### config.mk
export PLATFORM = sky130hd
export DESIGN_NAME = ambient_light_backlight_controller_flat
export DESIGN_NICKNAME = d
export VERILOG_FILES = /design/src/rtl/core/alb_pkg.sv /design/src/rtl/core/alb_if.sv /design/src/rtl/core/alb_datapath.sv /design/src/rtl/core/alb_controller.sv /design/src/rtl/core/ambient_light_backlight_controller.sv /design/src/flat_wrapper.sv
export VERILOG_INCLUDE_DIRS = /design/src /design/src/rtl/core
export SDC_FILE = /design/constraint.sdc
export NUM_CORES = 2
export LEC_CHECK = 0
export BUFFER_PORTS_ARGS = -buffer_cell sky130_fd_sc_hd__buf_4
export CORE_ASPECT_RATIO = 0.8
export CORE_UTILIZATION = 40
export CTS_CLUSTER_DIAMETER = 200
export DETAILED_ROUTE_END_ITERATION = 10
export PLACE_DENSITY = 0.61
export SYNTH_ARGS = -nofsm -noshare
export SYNTH_HDL_FRONTEND = slang
export SYNTH_SLANG_ARGS = --single-unit
### constraint.sdc
create_clock -name clock -period 7.37 [get_ports clock]
set_input_delay 0.737 -clock clock [delete_from_list [all_inputs] [get_ports clock]]
set_output_delay 0.737 -clock clock [all_outputs]
set_load 0.02 [all_outputs]
### src/rtl/core/ambient_light_backlight_controller_assert.svh
// Assertion macros for the backlight controller modules (used by the datapath).
// Both expect signals named clock and reset in the using module.
`ifndef AMBIENT_LIGHT_BACKLIGHT_CONTROLLER_ASSERT_SVH
`define AMBIENT_LIGHT_BACKLIGHT_CONTROLLER_ASSERT_SVH

// Same-cycle implication.
`define ALB_ASSERT_IMP(lbl, ante, cons, msg) \
   lbl: assert property (@(posedge clock) disable iff (reset) (ante) |-> (cons)) \
      else $error(msg);

// Next-cycle implication.
`define ALB_ASSERT_NXT(lbl, ante, cons, msg) \
   lbl: assert property (@(posedge clock) disable iff (reset) (ante) |=> (cons)) \
      else $error(msg);

`endif

### src/rtl/core/alb_pkg.sv
`timescale 1ns / 1ps
package alb_pkg;

   localparam int LUX_W      = 17;
   localparam int LEVEL_W    = 7;
   localparam int DUTY_W     = 16;
   localparam int PERIOD_W   = 16;
   localparam int CSR_IDX_W  = 2;
   localparam int CSR_DATA_W = 17;
   localparam int MANT_BITS  = 30;
   localparam int EXP_W      = 5;
   localparam int RECIP_SHIFT = 30;

   localparam logic [LEVEL_W-1:0] PCT_MAX   = 7'd100;
   localparam logic [23:0]        RECIP_MUL = 24'd10737419;  // ceil(2^30 / 100)

   // register indexes
   localparam logic [CSR_IDX_W-1:0] CSR_RAW_MAX     = 2'd0;
   localparam logic [CSR_IDX_W-1:0] CSR_AUTO_ENABLE = 2'd1;
   localparam logic [CSR_IDX_W-1:0] CSR_SCREEN_ON   = 2'd2;
   localparam logic [CSR_IDX_W-1:0] CSR_PWM_PERIOD  = 2'd3;

   localparam logic [LUX_W-1:0]    RAW_MAX_RESET = 17'd100000;
   localparam logic [PERIOD_W-1:0] PERIOD_RESET  = 16'd30518;

   typedef struct packed {
      logic take;
      logic man_load;
      logic avg_update;
      logic log_load_num;
      logic log_load_den;
      logic norm_step;
      logic mant_load;
      logic sq_step;
      logic store_num;
      logic store_den;
      logic div_load;
      logic div_step;
      logic target_write;
      logic mul1;
      logic mul2;
      logic out_load;
   } cmd_type;

   typedef struct packed {
      logic action;
      logic auto_enable;
      logic screen_on;
      logic norm_done;
      logic take_target;
      logic out_free;
   } status_type;

endpackage

### src/rtl/core/alb_if.sv
`timescale 1ns / 1ps
interface alb_req_if;
   import alb_pkg::*;
   logic               valid;
   logic               ready;
   logic               action;
   logic [LUX_W-1:0]   lux_raw;
   logic [LEVEL_W-1:0] requested_level;
   modport source (output valid, action, lux_raw, requested_level, input ready);
   modport sink   (input valid, action, lux_raw, requested_level, output ready);
endinterface

interface alb_rsp_if;
   import alb_pkg::*;
   logic               valid;
   logic               ready;
   logic [DUTY_W-1:0]  duty_ns;
   logic [LEVEL_W-1:0] brightness;
   logic               from_manual;
   modport source (output valid, duty_ns, brightness, from_manual, input ready);
   modport sink   (input valid, duty_ns, brightness, from_manual, output ready);
endinterface

interface alb_csr_if;
   import alb_pkg::*;
   logic                  valid;
   logic                  ready;
   logic [CSR_IDX_W-1:0]  index;
   logic [CSR_DATA_W-1:0] data;
   modport source (output valid, index, data, input ready);
   modport sink   (input valid, index, data, output ready);
endinterface

### src/rtl/core/alb_datapath.sv
`timescale 1ns / 1ps
`include "ambient_light_backlight_controller_assert.svh"
module alb_datapath #(
   parameter int FRACTION_BITS     = 8,
   parameter int LOG_FRACTION_BITS = 16
) (
   input  logic                             clock,
   input  logic                             reset,
   input  alb_pkg::cmd_type                 cmd,
   output alb_pkg::status_type              status,
   input  logic                             req_action,
   input  logic [alb_pkg::LUX_W-1:0]        req_lux_raw,
   input  logic [alb_pkg::LEVEL_W-1:0]      req_level,
   input  logic                             csr_write,
   input  logic [alb_pkg::CSR_IDX_W-1:0]    csr_index,
   input  logic [alb_pkg::CSR_DATA_W-1:0]   csr_data,
   output logic                             rsp_valid,
   input  logic                             rsp_ready,
   output logic [alb_pkg::DUTY_W-1:0]       rsp_duty_ns,
   output logic [alb_pkg::LEVEL_W-1:0]      rsp_brightness,
   output logic                             rsp_from_manual
);
   import alb_pkg::*;

   localparam int F  = FRACTION_BITS;
   localparam int L  = LOG_FRACTION_BITS;
   localparam int AW = LUX_W + F;
   localparam int XW = AW + 1;
   localparam int NW = $clog2(XW);
   localparam int LW = EXP_W + L;
   localparam int DW = LW + 9;
   localparam int MW = MANT_BITS + 1;

   // captured item and registers
   logic                action_ff;
   logic [LUX_W-1:0]    lux_ff;
   logic [LEVEL_W-1:0]  level_ff;
   logic [LUX_W-1:0]    raw_max_ff;
   logic                auto_ff, screen_ff;
   logic [PERIOD_W-1:0] period_ff;

   // state
   logic [AW-1:0]       avg_ff;
   logic                avg_seeded_ff;
   logic [LEVEL_W-1:0]  last_ff;
   logic                tseed_ff;

   // log unit
   logic [XW-1:0]       x_ff;
   logic [NW-1:0]       n_ff;
   logic [MW-1:0]       m_ff;
   logic [L-1:0]        frac_ff;
   logic [LW-1:0]       num_ff, den_ff;

   // divider
   logic [DW-1:0]       dvd_ff;
   logic [LW:0]         rem_ff;

   // result build
   logic [LEVEL_W-1:0]  pct_ff;
   logic                manual_ff;
   logic [22:0]         prod1_ff;
   logic [DUTY_W-1:0]   duty_ff;
   logic                rsp_valid_ff;
   logic [DUTY_W-1:0]   rsp_duty_ff;
   logic [LEVEL_W-1:0]  rsp_pct_ff;
   logic                rsp_man_ff;

   logic [AW-1:0]        scaled;
   logic [AW+1:0]        avg_sum;
   logic [AW-1:0]        avg_in;
   logic [LUX_W-1:0]     rm;
   logic [XW-1:0]        num_arg, den_arg;
   logic [XW+MANT_BITS:0] ext;
   logic [MW-1:0]        mant_in;
   logic [2*MW-1:0]      sq;
   logic [MW:0]          sq_top;
   logic [NW-1:0]        exp_num;
   logic [LW-1:0]        log_num, log_den;
   logic [LW:0]          dsr;
   logic [LW+1:0]        r2;
   logic                 ge;
   logic [LEVEL_W-1:0]   pct_calc, diff, lvl_clamp;
   logic [46:0]          prod2;

   // average update
   assign scaled  = {lux_ff, F'(0)};
   assign avg_sum = {2'b0, scaled} + {2'b0, avg_ff} + {1'b0, avg_ff, 1'b0};
   assign avg_in  = avg_seeded_ff ? avg_sum[AW+1:2] : scaled;

   // log arguments
   assign rm      = (raw_max_ff == '0) ? LUX_W'(1) : raw_max_ff;
   assign num_arg = {1'b0, avg_ff} + (XW'(1) << F);
   assign den_arg = XW'(rm) + XW'(1);

   // mantissa alignment and squaring
   assign ext     = {x_ff, MW'(0)};
   assign mant_in = ext[XW+MANT_BITS -: MW];
   assign sq      = m_ff * m_ff;
   assign sq_top  = sq[2*MW-1:MANT_BITS];

   assign exp_num = n_ff - NW'(F);
   assign log_num = (n_ff < NW'(F)) ? '0 : {exp_num[EXP_W-1:0], frac_ff};
   assign log_den = {n_ff[EXP_W-1:0], frac_ff};

   // restoring division step
   assign dsr = (den_ff == '0) ? (LW+1)'(2) : {den_ff, 1'b0};
   assign r2  = {rem_ff, dvd_ff[DW-1]};
   assign ge  = r2 >= {1'b0, dsr};

   // percent and target decision
   assign pct_calc  = (dvd_ff > DW'(PCT_MAX)) ? PCT_MAX : dvd_ff[LEVEL_W-1:0];
   assign diff      = (pct_calc > last_ff) ? pct_calc - last_ff : last_ff - pct_calc;
   assign lvl_clamp = (level_ff > PCT_MAX) ? PCT_MAX : level_ff;
   assign prod2     = 47'(prod1_ff) * 47'(RECIP_MUL);

   assign status.action      = action_ff;
   assign status.auto_enable = auto_ff;
   assign status.screen_on   = screen_ff;
   assign status.norm_done   = x_ff[XW-1];
   assign status.take_target = auto_ff && (!tseed_ff || (diff >= LEVEL_W'(2)));
   assign status.out_free    = !rsp_valid_ff || rsp_ready;

   // control state
   always_ff @(posedge clock) begin
      if (reset) begin
         raw_max_ff    <= RAW_MAX_RESET;
         auto_ff       <= 1'b0;
         screen_ff     <= 1'b1;
         period_ff     <= PERIOD_RESET;
         avg_ff        <= '0;
         avg_seeded_ff <= 1'b0;
         last_ff       <= '0;
         tseed_ff      <= 1'b0;
         rsp_valid_ff  <= 1'b0;
      end else begin
         if (csr_write) begin
            unique case (csr_index)
               CSR_RAW_MAX:     raw_max_ff <= csr_data;
               CSR_AUTO_ENABLE: auto_ff    <= csr_data[0];
               CSR_SCREEN_ON:   screen_ff  <= csr_data[0];
               CSR_PWM_PERIOD:  period_ff  <= csr_data[PERIOD_W-1:0];
               default: ;
            endcase
         end
         if (cmd.avg_update) begin
            avg_ff        <= avg_in;
            avg_seeded_ff <= 1'b1;
         end
         if (cmd.target_write) begin
            last_ff  <= pct_calc;
            tseed_ff <= 1'b1;
         end
         if (cmd.out_load) begin
            rsp_valid_ff <= 1'b1;
         end else if (rsp_ready) begin
            rsp_valid_ff <= 1'b0;
         end
      end
   end

   // payload datapath
   always_ff @(posedge clock) begin
      if (cmd.take) begin
         action_ff <= req_action;
         lux_ff    <= req_lux_raw;
         level_ff  <= req_level;
      end
      if (cmd.log_load_num) begin
         x_ff <= num_arg;
         n_ff <= NW'(XW - 1);
      end else if (cmd.log_load_den) begin
         x_ff <= den_arg;
         n_ff <= NW'(XW - 1);
      end else if (cmd.norm_step) begin
         x_ff <= {x_ff[XW-2:0], 1'b0};
         n_ff <= n_ff - NW'(1);
      end
      if (cmd.mant_load) begin
         m_ff    <= mant_in;
         frac_ff <= '0;
      end else if (cmd.sq_step) begin
         m_ff    <= sq_top[MW] ? sq_top[MW:1] : sq_top[MW-1:0];
         frac_ff <= {frac_ff[L-2:0], sq_top[MW]};
      end
      if (cmd.store_num) num_ff <= log_num;
      if (cmd.store_den) den_ff <= log_den;
      if (cmd.div_load) begin
         dvd_ff <= DW'(num_ff) * DW'(200) + DW'(den_ff);
         rem_ff <= '0;
      end else if (cmd.div_step) begin
         rem_ff <= ge ? (LW+1)'(r2 - {1'b0, dsr}) : r2[LW:0];
         dvd_ff <= {dvd_ff[DW-2:0], ge};
      end
      if (cmd.target_write) begin
         pct_ff    <= pct_calc;
         manual_ff <= 1'b0;
      end else if (cmd.man_load) begin
         pct_ff    <= lvl_clamp;
         manual_ff <= 1'b1;
      end
      if (cmd.mul1) prod1_ff <= 23'(PCT_MAX - pct_ff) * 23'(period_ff);
      if (cmd.mul2) duty_ff  <= prod2[RECIP_SHIFT+DUTY_W-1:RECIP_SHIFT];
      if (cmd.out_load) begin
         rsp_duty_ff <= duty_ff;
         rsp_pct_ff  <= pct_ff;
         rsp_man_ff  <= manual_ff;
      end
   end

   assign rsp_valid       = rsp_valid_ff;
   assign rsp_duty_ns     = rsp_duty_ff;
   assign rsp_brightness  = rsp_pct_ff;
   assign rsp_from_manual = rsp_man_ff;

   `ALB_ASSERT_IMP(a_rsp_range, rsp_valid_ff, rsp_pct_ff <= PCT_MAX, "brightness above 100")
   `ALB_ASSERT_NXT(a_mant_norm, cmd.mant_load || cmd.sq_step, m_ff[MANT_BITS],
                   "mantissa lost normalization")
   `ALB_ASSERT_IMP(a_norm_live, cmd.norm_step, x_ff != '0, "normalizing a zero argument")
   `ALB_ASSERT_NXT(a_target_set, cmd.target_write, tseed_ff && last_ff <= PCT_MAX,
                   "target not recorded")

endmodule

### src/rtl/core/alb_controller.sv
`timescale 1ns / 1ps
module alb_controller #(
   parameter int SQ_STEPS  = 16,
   parameter int DIV_STEPS = 30
) (
   input  logic                clock,
   input  logic                reset,
   input  logic                req_valid,
   output logic                req_ready,
   input  alb_pkg::status_type status,
   output alb_pkg::cmd_type    cmd
);
   import alb_pkg::*;

   localparam int CW = $clog2(DIV_STEPS + SQ_STEPS + 1);

   typedef enum logic [3:0] {
      S_IDLE, S_START, S_LOAD_NUM, S_NORM, S_SQ, S_STORE,
      S_DIV_LOAD, S_DIV, S_DECIDE, S_MUL1, S_MUL2, S_OUT
   } state_type;

   state_type     state_ff, state_in;
   logic          ready_ff, ready_in;
   logic          den_sel_ff, den_sel_in;
   logic [CW-1:0] cnt_ff, cnt_in;

   // decode commands and next state
   always_comb begin
      cmd        = '0;
      state_in   = state_ff;
      ready_in   = 1'b0;
      den_sel_in = den_sel_ff;
      cnt_in     = cnt_ff;
      unique case (state_ff)
         S_IDLE: begin
            ready_in = 1'b1;
            if (req_valid && ready_ff) begin
               cmd.take = 1'b1;
               ready_in = 1'b0;
               state_in = S_START;
            end
         end
         S_START: begin
            if (status.action) begin
               if (status.auto_enable) begin
                  state_in = S_IDLE;
                  ready_in = 1'b1;
               end else begin
                  cmd.man_load = 1'b1;
                  state_in     = S_MUL1;
               end
            end else begin
               cmd.avg_update = 1'b1;
               state_in       = S_LOAD_NUM;
            end
         end
         S_LOAD_NUM: begin
            cmd.log_load_num = 1'b1;
            den_sel_in       = 1'b0;
            state_in         = S_NORM;
         end
         S_NORM: begin
            if (status.norm_done) begin
               cmd.mant_load = 1'b1;
               cnt_in        = '0;
               state_in      = S_SQ;
            end else begin
               cmd.norm_step = 1'b1;
            end
         end
         S_SQ: begin
            cmd.sq_step = 1'b1;
            cnt_in      = cnt_ff + CW'(1);
            if (cnt_ff == CW'(SQ_STEPS - 1)) state_in = S_STORE;
         end
         S_STORE: begin
            if (den_sel_ff) begin
               cmd.store_den = 1'b1;
               state_in      = S_DIV_LOAD;
            end else begin
               cmd.store_num    = 1'b1;
               cmd.log_load_den = 1'b1;
               den_sel_in       = 1'b1;
               state_in         = S_NORM;
            end
         end
         S_DIV_LOAD: begin
            cmd.div_load = 1'b1;
            cnt_in       = '0;
            state_in     = S_DIV;
         end
         S_DIV: begin
            cmd.div_step = 1'b1;
            cnt_in       = cnt_ff + CW'(1);
            if (cnt_ff == CW'(DIV_STEPS - 1)) state_in = S_DECIDE;
         end
         S_DECIDE: begin
            if (status.take_target) begin
               cmd.target_write = 1'b1;
               if (status.screen_on) begin
                  state_in = S_MUL1;
               end else begin
                  state_in = S_IDLE;
                  ready_in = 1'b1;
               end
            end else begin
               state_in = S_IDLE;
               ready_in = 1'b1;
            end
         end
         S_MUL1: begin
            cmd.mul1 = 1'b1;
            state_in = S_MUL2;
         end
         S_MUL2: begin
            cmd.mul2 = 1'b1;
            state_in = S_OUT;
         end
         S_OUT: begin
            if (status.out_free) begin
               cmd.out_load = 1'b1;
               state_in     = S_IDLE;
               ready_in     = 1'b1;
            end
         end
         default: state_in = S_IDLE;
      endcase
   end

   // hold state and registered outputs
   always_ff @(posedge clock) begin
      if (reset) begin
         state_ff   <= S_IDLE;
         ready_ff   <= 1'b0;
         den_sel_ff <= 1'b0;
         cnt_ff     <= '0;
      end else begin
         state_ff   <= state_in;
         ready_ff   <= ready_in;
         den_sel_ff <= den_sel_in;
         cnt_ff     <= cnt_in;
      end
   end

   assign req_ready = ready_ff && (state_ff == S_IDLE);

endmodule

### src/rtl/core/ambient_light_backlight_controller.sv
`timescale 1ns / 1ps
// Ambient light backlight controller.
// req_bus carries one item per transfer: a sensor sample (action 0, lux_raw)
// or a manual brightness request (action 1, requested_level).
// rsp_bus returns at most one result per item: duty_ns, brightness and
// from_manual. csr_bus writes raw_max, auto_enable, screen_on and pwm_period
// by index; it is always ready and must only be written while idle.
// A sample runs through a moving-average update, two base-2 logarithms on one
// shared unit (bit-by-bit normalize, then LOG_FRACTION_BITS squaring steps),
// a restoring divider of LOG_FRACTION_BITS+14 steps and, when a new target is
// taken with the screen on, a two-stage duty multiply. A manual request skips
// the logarithms and the divider and goes straight to the duty multiply; while
// auto_enable is set it gives no result.
// One item is in flight at a time; req ready rises again once the item is
// done, for an item with a result once it sits in the output register, so
// the next item may enter while the result waits. If the receiver stalls with
// a result still held, the next result waits in the controller until the
// output register frees.
// Synchronous reset returns registers to their reset values, clears the
// average and the last target and empties the output register.
module ambient_light_backlight_controller #(
   parameter int FRACTION_BITS     = 8,
   parameter int LOG_FRACTION_BITS = 16
) (
   input logic        clock,
   input logic        reset,
   alb_req_if.sink    req_bus,
   alb_rsp_if.source  rsp_bus,
   alb_csr_if.sink    csr_bus
);
   import alb_pkg::*;

   localparam int DIV_STEPS = EXP_W + LOG_FRACTION_BITS + 9;

   cmd_type    cmd;
   status_type status;

   assign csr_bus.ready = 1'b1;

   alb_controller #(
      .SQ_STEPS  (LOG_FRACTION_BITS),
      .DIV_STEPS (DIV_STEPS)
   ) u_ctrl (
      .clock     (clock),
      .reset     (reset),
      .req_valid (req_bus.valid),
      .req_ready (req_bus.ready),
      .status    (status),
      .cmd       (cmd)
   );

   alb_datapath #(
      .FRACTION_BITS     (FRACTION_BITS),
      .LOG_FRACTION_BITS (LOG_FRACTION_BITS)
   ) u_dp (
      .clock           (clock),
      .reset           (reset),
      .cmd             (cmd),
      .status          (status),
      .req_action      (req_bus.action),
      .req_lux_raw     (req_bus.lux_raw),
      .req_level       (req_bus.requested_level),
      .csr_write       (csr_bus.valid),
      .csr_index       (csr_bus.index),
      .csr_data        (csr_bus.data),
      .rsp_valid       (rsp_bus.valid),
      .rsp_ready       (rsp_bus.ready),
      .rsp_duty_ns     (rsp_bus.duty_ns),
      .rsp_brightness  (rsp_bus.brightness),
      .rsp_from_manual (rsp_bus.from_manual)
   );

endmodule

### src/flat_wrapper.sv
// flat-port wrapper written by rule: the top's interface ports become plain ports
module ambient_light_backlight_controller_flat import alb_pkg::*;
#(
   parameter int FRACTION_BITS     = 8,
   parameter int LOG_FRACTION_BITS = 16
)
  (clock, reset, req_bus_valid, req_bus_action, req_bus_lux_raw, req_bus_requested_level, req_bus_ready, rsp_bus_valid, rsp_bus_duty_ns, rsp_bus_brightness, rsp_bus_from_manual, rsp_bus_ready, csr_bus_valid, csr_bus_index, csr_bus_data, csr_bus_ready);
  alb_req_if req_bus_i ();
  alb_rsp_if rsp_bus_i ();
  alb_csr_if csr_bus_i ();
  input logic clock;
  input logic reset;
  input wire logic [$bits(req_bus_i.valid)-1:0] req_bus_valid;
  input wire logic [$bits(req_bus_i.action)-1:0] req_bus_action;
  input wire logic [$bits(req_bus_i.lux_raw)-1:0] req_bus_lux_raw;
  input wire logic [$bits(req_bus_i.requested_level)-1:0] req_bus_requested_level;
  output wire logic [$bits(req_bus_i.ready)-1:0] req_bus_ready;
  output wire logic [$bits(rsp_bus_i.valid)-1:0] rsp_bus_valid;
  output wire logic [$bits(rsp_bus_i.duty_ns)-1:0] rsp_bus_duty_ns;
  output wire logic [$bits(rsp_bus_i.brightness)-1:0] rsp_bus_brightness;
  output wire logic [$bits(rsp_bus_i.from_manual)-1:0] rsp_bus_from_manual;
  input wire logic [$bits(rsp_bus_i.ready)-1:0] rsp_bus_ready;
  input wire logic [$bits(csr_bus_i.valid)-1:0] csr_bus_valid;
  input wire logic [$bits(csr_bus_i.index)-1:0] csr_bus_index;
  input wire logic [$bits(csr_bus_i.data)-1:0] csr_bus_data;
  output wire logic [$bits(csr_bus_i.ready)-1:0] csr_bus_ready;
  assign req_bus_i.valid = req_bus_valid;
  assign req_bus_i.action = req_bus_action;
  assign req_bus_i.lux_raw = req_bus_lux_raw;
  assign req_bus_i.requested_level = req_bus_requested_level;
  assign req_bus_ready = req_bus_i.ready;
  assign rsp_bus_valid = rsp_bus_i.valid;
  assign rsp_bus_duty_ns = rsp_bus_i.duty_ns;
  assign rsp_bus_brightness = rsp_bus_i.brightness;
  assign rsp_bus_from_manual = rsp_bus_i.from_manual;
  assign rsp_bus_i.ready = rsp_bus_ready;
  assign csr_bus_i.valid = csr_bus_valid;
  assign csr_bus_i.index = csr_bus_index;
  assign csr_bus_i.data = csr_bus_data;
  assign csr_bus_ready = csr_bus_i.ready;
  ambient_light_backlight_controller #(.FRACTION_BITS(FRACTION_BITS), .LOG_FRACTION_BITS(LOG_FRACTION_BITS)) u_core (.clock(clock), .reset(reset), .req_bus(req_bus_i), .rsp_bus(rsp_bus_i), .csr_bus(csr_bus_i));
endmodule
Word-level counts from Yosys, hierarchy flattened
Index checks and enable logic that the tools add are counted.
- bits in registers: 350
- input bits: 49
- output and inout bits: 27
- logic and storage cells: 163
- $add $sub $neg: 12
- multipliers: 4
- $lt $le $gt $ge: 6
- eq/ne operators: 21
- mux-type cells: 62
- reduce and logical (&&, ||, !) cells: 26
- operators with widths (cell ; number):
    $mux 31 ; 3
    $mux 26 ; 3
    $mul 31x31->62 ; 1
    $mux 30 ; 2
    $pmux 4 s12 ; 1
    $mul 23x24->46 const B ; 1
    $mux 22 ; 2
    $mux 4 ; 9
    $mux 7 ; 5
    $add 29x21->30 ; 1
    $gt 30x7->1 const B ; 1
    $add 27x26->27 ; 1
    $mux 1 ; 27
    $add 25x25->26 ; 1
    $add 25x9->26 const B ; 1
    $mul 21x5->26 const B ; 1
    $mux 25 ; 1
    $ge 23x22->1 ; 1
    $mul 8x17->23 ; 1
    $sub 22x22->22 ; 1
    $logic_not 21->1 ; 1
    $add 17x1->18 const B ; 1
    $pmux 6 s3 ; 1
    $logic_not 17->1 ; 1
    other kinds (35) ; 63

Logic depth before layout (Yosys ltp)
- depth after elaboration: 10
- depth in mapped cells: 32
- mapped depth without buffers: 28

Cells and area by module
Synthesis repeated with hierarchy kept, for this count alone.
- cells, all modules: 6185
- area, all modules: 59615.9 um2
- modules (own cells, without submodules) (module ; instances ; cells an instance ; area an instance (um2) ; seq. area each (um2)):
    alb_datapath ; 1 ; 6062 ; 58672.5 ; 8958.6
    alb_controller ; 1 ; 121 ; 932.1 ; 240.2
    ambient_light_backlight_controller ; 1 ; 2 ; 11.3 ; 0.0

Worst setup path after synthesis
No wires, ideal clock.
- kind: reg-to-reg
- start point: register u_core.u_dp.m_ff[5]
- end point: register u_core.u_dp.m_ff[10] (data pin)
- setup time: 261 ps
- data arrival time: 7716 ps
- required time: 7109 ps
- setup slack: -607 ps
- stages on the path, launching flop included: 30
- path buffers: 4
- cell sequence: edfxtp_1 > clkbuf_1 > clkbuf_1 > nand2_1 > fa_1 > inv_1 > fa_1 > fa_1 > inv_1 > fa_1 > inv_1 > fa_1 > fa_1 > fa_1 > inv_1 > fa_1 > inv_1 > ha_1 > nand4_1 > inv_1 > a221oi_2 > o21ai_1 > nor4_2 > a21o_2 > o211ai_4 > a21o_4 > a211o_1 > buf_6 > buf_6 > a221o_1
- word-level cells in the longest chain between the ends: 4
- RTL lines (what ; RTL line ; RTL):
    start: declaration ; alb_datapath.sv:51 ; logic [MW-1:0] m_ff;
    start signal: assignment ; alb_datapath.sv:180 ; m_ff <= mant_in;
    start signal: assignment ; alb_datapath.sv:183 ; m_ff <= sq_top[MW] ? sq_top[MW:1] : sq_top[MW-1:0];
    $mul 31x31->62 ; alb_datapath.sv:99 ; assign sq = m_ff * m_ff;
    $mux 31 ; alb_datapath.sv:183 ;
    $mux 31 ; alb_datapath.sv:182 ; end else if (cmd.sq_step) begin
    $mux 31 ; alb_datapath.sv:179 ; if (cmd.mant_load) begin
Every way passes these cells. The select of a mux whose other input is x is not followed.
A chain may end at the register's enable or synchronous reset.

Worst setup path after layout
- start point: register u_core.u_dp.m_ff[9]
- end point: register u_core.u_dp.m_ff[14] (data pin)
Same word-level chain as after synthesis.

==> flow_metrics.tcl <==
set metrics [dict create \
    status "finished with violations" \
    violations "negative setup slack" \
    timing.final.ws_setup_ns -0.771 \
    yosysSeqAreaShare_pct 15.3 \
    grt_max_degree 86 \
    clk_path_buf_depth 3 \
    hold_slack_ns 0.369 \
    cap_violations 0 \
    cp.required_ns 7.70 \
    ys_seq_elements 350 \
    area.sequential_um2 9200 \
    hold_viol 0 \
    dr.pass1.iters 5 \
    final_nets 8595 \
    hp-start "req_bus_requested_level[5]" \
    antenna_found_initial 4 \
    yosysTopAreaCellShare_pct 35.1 \
    path_clk_slew_ns 0.07 \
    cts.sink_count 350 \
    io_buffers 74 \
    reg2reg_from "u_core.u_dp.m_ff[9]$_DFFE_PP_" \
    timing.fmax_ghz 0.123 \
    syn-num-nets 8151 \
    routedWlPerCell_um 18.2 \
    tightest_slew_ns 1.23 \
    finClkSkew_ns 0.0442 \
    grt.overflow.total 0 \
    cp_slowest_cell "fa_1" \
    die_y_um 348 \
    start_util_pct 40.5 \
    hold_class "in -> reg" \
    grt_pass1_vias 46572 \
    ant_nets 0 \
    syn-cell-area_um2 59900 \
    syn_area_per_cell_um2 9.47 \
    slew_headroom_pct 17.4 \
    drt-vias-per-instance 4.97 \
    cts_made_buffers 40 \
    place_ws_ns -1.17 \
    synthArstFlopShare_pct 0 \
    yosys_warnings 0 \
    drtIter0Drc 2560 \
    dpl.hpwl_um 136000 \
    crit_buf_inv 10 \
    worst-path-max-fanout 8 \
    crit_arrival_ns 8.47 \
    htreeDepth 2 \
    cts_tree "built" \
    yosysTopAreaCell "fa_1" \
    layout_min_cycle_time_ns 8.14 \
    synth_simple_gate_area_share_pct 12.2 \
    synth_compound_area_share_pct 7.91 \
    endpoint_kind "register" \
    max_stage_delay_ns 0.56 \
    totalWireLength_um 160000 \
    core-area_um2 148000 \
    reg2regPathDepth 30 \
    multiInputGateArea_um2 44800 \
    worstSetupPathType "reg -> reg" \
    ys_top_cells_by_count "inv_1 (1526), fa_1 (1050), ha_1 (719)" \
    fp.dieW_um 435 \
    clock-root-buffer "clkbuf_16" \
    synth_flop_cell "edfxtp_1" \
    drive_gt1_share_pct 11.7 \
    finalCoreUtilization_pct 46.3 \
    start_kind "register" \
    period_share_pct 110 \
    whs_path_depth 1 \
    rsz0062_at_grt "true" \
    synth_cells 6333 \
    grt_pass1_wl_um 258000 \
    finalMaxSlewViolations 0 \
    regToRegSetupSlack_ns -0.77 \
    timing.rr.end "u_core.u_dp.m_ff[14]$_DFFE_PP_" \
    insertion_delay_ns 0.59 \
    die_area_um2 151000 \
    synth.area.mux_share_pct 0.601 \
    setup_violations 32 \
    num_io_pins 76 \
    synth_xor_area_share_pct 3.05 \
    rows 126 \
    synth-edff-count 219 \
    crit_family "adder cells" \
    gp_congestion 0.930 \
    fill_cells 14181 \
    dr_total_vias 43725 \
    holdPathEnd "u_core.u_dp.level_ff[5]$_DFFE_PP_" \
    drt_drc_violations_left 0 \
    area_growth_pct 14.5 \
    yosysMostFrequentCell "inv_1" \
    synth.area.top_cells "fa_1 (35%), ha_1 (15%), edfxtp_1 (11%)" \
    grt.total_usage_pct 21.5 \
    synthAdderAreaFrac_pct 50.1 \
    cpMostUsedCell "fa_1" \
    synth_top_family_by_area "adder cells" \
    synth.distinct_cells 91 \
]
[worst register-to-register path: cells and delay by family, from the launching register on]
kind	cells	cell delay [ns]
fa+ha+maj	9	4.22
compound gates	8	1.61
buf+inv	10	1.21
simple gates	3	0.46
flops	1	0.41
[worst max-delay path by stage]
| stage | start | cells past startpoint | endpoint |
|---|---|---|---|
| floorplan | u_core.u_dp.m_ff[10]$_DFFE_PP_ | 29 | u_core.u_dp.m_ff[21]$_DFFE_PP_ |
| finish | u_core.u_dp.m_ff[9]$_DFFE_PP_ | 30 | u_core.u_dp.m_ff[14]$_DFFE_PP_ |
| detailed placement | u_core.u_dp.m_ff[8]$_DFFE_PP_ | 29 | u_core.u_dp.m_ff[26]$_DFFE_PP_ |
| CTS | u_core.u_dp.m_ff[6]$_DFFE_PP_ | 28 | u_core.u_dp.m_ff[18]$_DFFE_PP_ |
| global placement | u_core.u_dp.m_ff[8]$_DFFE_PP_ | 29 | u_core.u_dp.m_ff[13]$_DFFE_PP_ |
| global route | u_core.u_dp.m_ff[9]$_DFFE_PP_ | 32 | u_core.u_dp.m_ff[14]$_DFFE_PP_ |
[sequential cells by signal, indices dropped and copies added (netlist names), 4 cells and up]
register,count
u_core.u_dp.frac_ff,16
u_core.u_dp.den_ff,21
u_core.u_dp.rsp_brightness,7
u_core.u_ctrl.state_ff,4
u_core.u_dp.lux_ff,17
u_core.u_dp.duty_ff,16
u_core.u_dp.x_ff,26
u_core.u_dp.prod1_ff,23
u_core.u_dp.raw_max_ff,17
u_core.u_dp.period_ff,16
u_core.u_dp.rem_ff,22
u_core.u_ctrl.cnt_ff,6
u_core.u_dp.level_ff,7
u_core.u_dp.m_ff,31
u_core.u_dp.n_ff,5
u_core.u_dp.rsp_duty_ns,16
u_core.u_dp.last_ff,7
u_core.u_dp.num_ff,21
u_core.u_dp.pct_ff,7
u_core.u_dp.avg_ff,25
u_core.u_dp.dvd_ff,30
[kinds of logic after synthesis]
family / after synthesis
mux: 35
fa+ha+maj: 1769
xor+xnor: 209
other cells: 1
simple gates: 1533
buf+inv: 1712
compound gates: 724
flops: 350
[cell type report]
cell class,count,area share (%)
diodes,1,0.00365
clock inverters,22,0.292
well taps,1984,3.62
clock buffers,51,1.56
flip-flops and latches,350,13.4
multi-input cells,4271,65.3
inverters,1527,8.36
repair buffers,587,7.48
[layout by cell type, fill, tap and decap left out, drive strengths merged, types with 33 or more instances in the layout]
cell type / n
inv: 1530
fa: 1050
ha: 719
nand2: 614
buf: 583
and2: 262
nor2: 258
edfxtp: 219
a21oi: 190
o21ai: 176
dfxtp: 131
xnor2: 129
a21o: 87
xor2: 80
nand3: 80
nor2b: 76
nor3: 54
clkbuf: 53
and3: 35
a211oi: 35
nand2b: 33
[through the flow]
step                instances  instance area [um^2]  TNS, ns
detailed placement       8680                 66500   -34.42
floorplan                6333                 60100    -3.22
global route             8792                 68600   -28.61
global placement         8680                 66500   -32.14
finish                   8793                 68600   -21.64
CTS                      8782                 68300   -17.94
[repair_timing]
item                                    CTS  global route
hold buffers                              0             0
endpoints found under the setup margin   32            38
buffers inserted                         26             9
resized for setup                        58            69
pin swaps                                14            22
cloned                                    4             2
[per-layer routing]
| layer | GRT usage [%] | share of wire [%] |
|---|---|---|
| met1 | 31.2 | 47 |
| met2 | 33.8 | 44 |
| met5 | 0 | 0 |
| met3 | 3.78 | 6.8 |
| met4 | 4.10 | 2.0 |
Power is left out: the tool's default activity adds up to more than one toggle a clock period on the data nets, which glitch-free logic cannot reach.
